[src/design/bsc_pkg.sv]
package bsc_pkg;

    // Configuration register indexes
    typedef enum logic [1:0] {
        CFG_TEMP     = 2'd0,
        CFG_PRESS_LO = 2'd1,
        CFG_PRESS_HI = 2'd2,
        CFG_PRESS_P9 = 2'd3
    } bsc_cfg_e;

    localparam int unsigned CFG_IDX_W  = 2;
    localparam int unsigned CFG_DATA_W = 64;
    localparam int unsigned CAL_T_W    = 48;
    localparam int unsigned RAW_W      = 20;

    // Fixed constants of the compensation formula
    localparam logic [63:0] FINE_OFFSET = 64'd128000;
    localparam logic [63:0] PRESS_BASE  = 64'd1048576;
    localparam logic [63:0] VAR1_BIAS   = 64'h0000_8000_0000_0000;

    // Pipeline depth: restoring divider, one quotient bit per stage
    localparam int unsigned DIV_STAGES = 64;

    // Stage numbers along the pressure pipeline (after the temperature part)
    localparam int unsigned ST_ADCP  = 6;
    localparam int unsigned ST_DIVIN = 9;
    localparam int unsigned ST_QUO   = ST_DIVIN + DIV_STAGES + 1;
    localparam int unsigned ST_LAST  = ST_QUO + 5;

    // Data that rides along with each item
    typedef struct packed {
        logic [31:0]      temp;
        logic [RAW_W-1:0] adcp;
    } bsc_side_t;

    // Sign and zero-divisor flags carried through the divider
    typedef struct packed {
        logic neg;
        logic zero;
    } bsc_div_tag_t;

    function automatic logic [31:0] sar32(input logic [31:0] x, input int unsigned n);
        return 32'($signed(x) >>> n);
    endfunction

    function automatic logic [63:0] sar64(input logic [63:0] x, input int unsigned n);
        return 64'($signed(x) >>> n);
    endfunction

    function automatic logic [63:0] sext16(input logic [15:0] h);
        return {{48{h[15]}}, h};
    endfunction

endpackage

[src/design/bsc_temp.sv]
module bsc_temp (
    input  logic                        clk,
    input  logic                        rst_n,
    input  logic                        in_valid,
    input  logic [bsc_pkg::RAW_W-1:0]   raw_temperature,
    input  logic [bsc_pkg::RAW_W-1:0]   raw_pressure,
    input  logic [bsc_pkg::CAL_T_W-1:0] cal,
    output logic                        out_valid,
    output logic [31:0]                 fine,
    output bsc_pkg::bsc_side_t          side
);
    import bsc_pkg::*;

    logic [31:0] adc_t;
    logic [31:0] t1;
    logic [31:0] t2;
    logic [31:0] t3;
    logic [31:0] d;

    logic [3:0]       vld_reg;
    logic [RAW_W-1:0] adcp1_reg, adcp2_reg, adcp3_reg;
    logic [31:0]      a_reg, dd_reg;
    logic [31:0]      v1_reg, m_reg;
    logic [31:0]      fine3_reg, fine4_reg;
    bsc_side_t        side_reg;

    assign adc_t = {12'd0, raw_temperature};
    assign t1    = {16'd0, cal[15:0]};
    assign t2    = {{16{cal[31]}}, cal[31:16]};
    assign t3    = {{16{cal[47]}}, cal[47:32]};
    assign d     = (adc_t >> 4) - t1;

    // Valid bits
    always_ff @(posedge clk or negedge rst_n)
    begin
        if (!rst_n)
        begin
            vld_reg <= '0;
        end
        else
        begin
            vld_reg <= {vld_reg[2:0], in_valid};
        end
    end

    // Four stages, 32-bit wrapping arithmetic
    always_ff @(posedge clk)
    begin
        a_reg     <= ((adc_t >> 3) - (t1 << 1)) * t2;
        dd_reg    <= d * d;
        adcp1_reg <= raw_pressure;

        v1_reg    <= sar32(a_reg, 11);
        m_reg     <= sar32(dd_reg, 12) * t3;
        adcp2_reg <= adcp1_reg;

        fine3_reg <= v1_reg + sar32(m_reg, 14);
        adcp3_reg <= adcp2_reg;

        fine4_reg     <= fine3_reg;
        side_reg.temp <= sar32((fine3_reg << 2) + fine3_reg + 32'd128, 8);
        side_reg.adcp <= adcp3_reg;
    end

    assign out_valid = vld_reg[3];
    assign fine      = fine4_reg;
    assign side      = side_reg;

endmodule

[config.mk]
export PLATFORM = sky130hd
export DESIGN_NAME = bsc_temp
export DESIGN_NICKNAME = d
export VERILOG_FILES = /design/src/design/bsc_pkg.sv /design/src/design/bsc_temp.sv
export SDC_FILE = /design/constraint.sdc
export NUM_CORES = 2
export LEC_CHECK = 0
export BUFFER_PORTS_ARGS = -buffer_cell sky130_fd_sc_hd__buf_2
export CORE_MARGIN = 5
export CORE_UTILIZATION = 31
export CTS_CLUSTER_DIAMETER = 120
export DETAILED_ROUTE_END_ITERATION = 6
export PLACE_DENSITY = 0.45
export SYNTH_ARGS = -nofsm -noshare
export SYNTH_HDL_FRONTEND = slang
export SYNTH_SLANG_ARGS = --single-unit
[constraint.sdc]
create_clock -name clk -period 7.49 [get_ports clk]
set_input_delay 1.498 -clock clk [delete_from_list [all_inputs] [get_ports clk]]
set_output_delay 1.498 -clock clk [all_outputs]
set_load 0.01 [all_outputs]
==> impl_metrics.py <==
metrics = {
    "timing": {
        "fin_ws_ns": -0.8007,
        "period_minus_slack_ns": 8.291,
        "finalMaxSlewViolations": 0,
        "relSlewSlack_pct": 53.07,
        "tightest_slew_ns": 0.7030,
        "timing.final.crit_share_pct": 110.7,
        "rsz0062_at_grt": "yes",
        "fin_skew_ns": 0.01247,
        "setup_viol_count_final": 34,
        "final_hold_viol_count": 0,
        "fmax_mhz": 120.6,
    },
    "yosys": {
        "syn_area_per_cell_um2": 9.628,
        "synth_top_cell_area_share_pct": 44.96,
        "synth-main-ff-cell": "dfxtp_1",
        "synth_edf_count": 0,
        "ys_types": 64,
        "yosysTopAreaCell": "fa_1",
        "synth_seq_cells": 232,
        "synthArstFlopShare_pct": 1.724,
        "yosys_warnings": 0,
        "synthCells": 3774,
        "synth_area_leaders": "fa_1 45%, dfxtp_1 13%, ha_1 11%, inv_1 9.8%, nand2_1 4.8%",
        "synth_nets": 4997,
        "yosysSeqAreaShare_pct": 12.84,
        "syn_area_um2": 36330,
    },
    "setup_path": {
        "crit_family": "adder cells",
        "rrSetupSlack_ns": 0.72,
        "worstSetupPathType": "in -> reg",
        "crit_arrival_ns": 8.75,
        "crit_start": "raw_temperature[4]",
        "crit_path_max_fanout": 6,
        "critPathRequiredTime_ns": 7.94,
        "max_stage_delay_ns": 0.54,
        "reg2reg_depth": 28,
        "regToRegStartpoint": "dd_reg[19]",
        "timing.rr.end": "m_reg[27]",
        "endpoint_kind": "flop",
        "path_common_cell": "fa_1",
        "start_kind": "input port",
        "slowest_stage": "fa_1",
        "critPathBufInv": 10,
    },
    "floorplanning": {
        "die_area_um2": 124200,
        "die_h_um": 352.4,
        "io_pins": 176,
        "fp.dieW_um": 352.4,
        "core_um2": 116400,
        "fp-row-count": 125,
        "start_util_pct": 31.23,
    },
    "cts": {
        "clk_latency_ns": 0.57,
        "cts_root_buf": "clkbuf_16",
        "cts_buffers": 30,
        "path_clk_slew_ns": 0.06,
        "clk_path_buf_depth": 3,
        "cts.htree.levels": 1,
        "cts_tree": "done",
        "ctsHoldBuffers": 0,
        "cts_num_sinks": 232,
    },
    "global_routing": {
        "groute.usage.overall_pct": 16.07,
        "grt_max_degree": 20,
        "antenna_found_initial": 2,
        "grt_pass1_vias": 28430,
        "grt_pass1_wl_um": 159400,
        "grt-ovfl-total": 0,
    },
    "worst_hold_path": {
        "hold_start": "adcp1_reg[12]",
        "min_path_type": "reg -> reg",
        "min_to": "adcp2_reg[12]",
        "min_delay_path_depth": 0,
    },
    "placement": {
        "port_buffers": 172,
        "hpwl_um": 84370,
        "pre_cts_slack_ns": -1.937,
        "place_congestion": 0.8459,
    },
    "cells_and_area": {
        "nNetsFinal": 5596,
        "postLayoutCoreUtil_pct": 39.19,
        "area_growth_syn_to_layout_pct": 25.51,
        "layout-drive-gt1-share_pct": 22.97,
        "largest_reg_flops": 44,
        "diodes": 0,
    },
    "drt": {
        "drt-pass1-iter-count": 5,
        "route.detailed.drc": 0,
        "final_antenna_net_count": 0,
        "avgRoutedWirePerCell_um": 16.52,
        "drtIter0Drc": 973,
        "routed_wirelength_um": 97810,
        "routed_via_density": 4.352,
        "dr_total_vias": 25770,
    },
    "run_status": {
        "violations": "negative setup slack",
        "outcome": "finished, violations left",
    },
    "flow_run": {
        "cap_violations": 0,
    },
}
[cell usage after synthesis (28+ instances only)]
cell type / number
clkbuf_1: 111
nor3_1: 42
dfxtp_1: 228
nand2b_1: 37
and2_1: 204
o21a_1: 28
nor2_1: 140
a21o_1: 28
xnor2_1: 110
inv_1: 944
xor2_1: 32
nand2_1: 469
ha_1: 316
a21oi_1: 43
nor2b_1: 36
o21ai_0: 33
fa_1: 816
[cell type report]
class | count | area [µm²]
fillers | 11860 | 70760
multi-input cells | 2454 | 28820
repair buffers | 701 | 5464
flip-flops and latches | 232 | 4664
inverters | 954 | 3627
well taps | 1524 | 1907
clock buffers | 39 | 865.8
clock inverters | 17 | 251.5
[layer usage]
layer	track usage [%]	vias to the layer above	part of all wire (%)
met5	0	-	0
met4	2.127	0	1.4
met3	1.365	71	2.9
met2	27.57	337	49
met1	22.79	13150	47
li1	-	12210	-
[metrics by stage]
stage,setup TNS (ns),cells,hold WS [ns],area [µm²]
2_1_floorplan,-19.69,3774,0.3096,36650
6_report,-14.46,5921,0.3225,45600
3_3_place_gp,-54.01,5812,0.3096,42750
4_1_cts,-12.40,5886,0.3236,44700
5_1_grt,-21.91,5921,0.3292,45600
3_5_place_dp,-54.75,5812,0.3121,42750
[placed cells by master, fill, tap and decap left out, types with 31 or more instances in the layout]
| master | n |
|---|---|
| and2_1 | 195 |
| clkbuf_16 | 32 |
| inv_1 | 906 |
| buf_2 | 164 |
| nor2b_1 | 35 |
| nor3_1 | 31 |
| buf_4 | 461 |
| inv_2 | 36 |
| buf_12 | 34 |
| fa_1 | 791 |
| dfxtp_1 | 228 |
| nor2_1 | 117 |
| buf_6 | 31 |
| nand2b_1 | 36 |
| nand2_1 | 439 |
| ha_1 | 285 |
| xnor2_1 | 98 |
[cells by family (layout without fill, tap and decap cells)]
group / Yosys count / count (layout) / synth area share (%)
AOI/OAI and AO/OA: 198 / 198 / 3.819
xor gates and xnor gates: 143 / 143 / 3.485
adders and majority gates: 1132 / 1132 / 55.84
buffers and inverters: 1088 / 1711 / 11.45
DFF: 232 / 232 / 12.84
muxes: 1 / 1 / 0.03099
and+or+nand+nor: 980 / 980 / 12.54
[timing repair]
item / CTS / global route
pin swaps: 87 / 112
setup endpoints to repair: 38 / 44
gates cloned: 1 / 1
gates resized for setup: 148 / 162
setup buffers: 23 / 38
[worst max path at each step]
stage	to	slack, ns	depth (start not counted)
after floorplan	a_reg[31]	-1.13	32
final	a_reg[31]	-0.80	35
after global placement	a_reg[31]	-1.94	32
after CTS	a_reg[31]	-0.82	33
after global routing	dd_reg[28]	-1.02	37
after detailed placement	a_reg[31]	-1.94	32
Power is not shown: default switching activity piles up to over one toggle a cycle in this logic, so the estimate is an artifact.
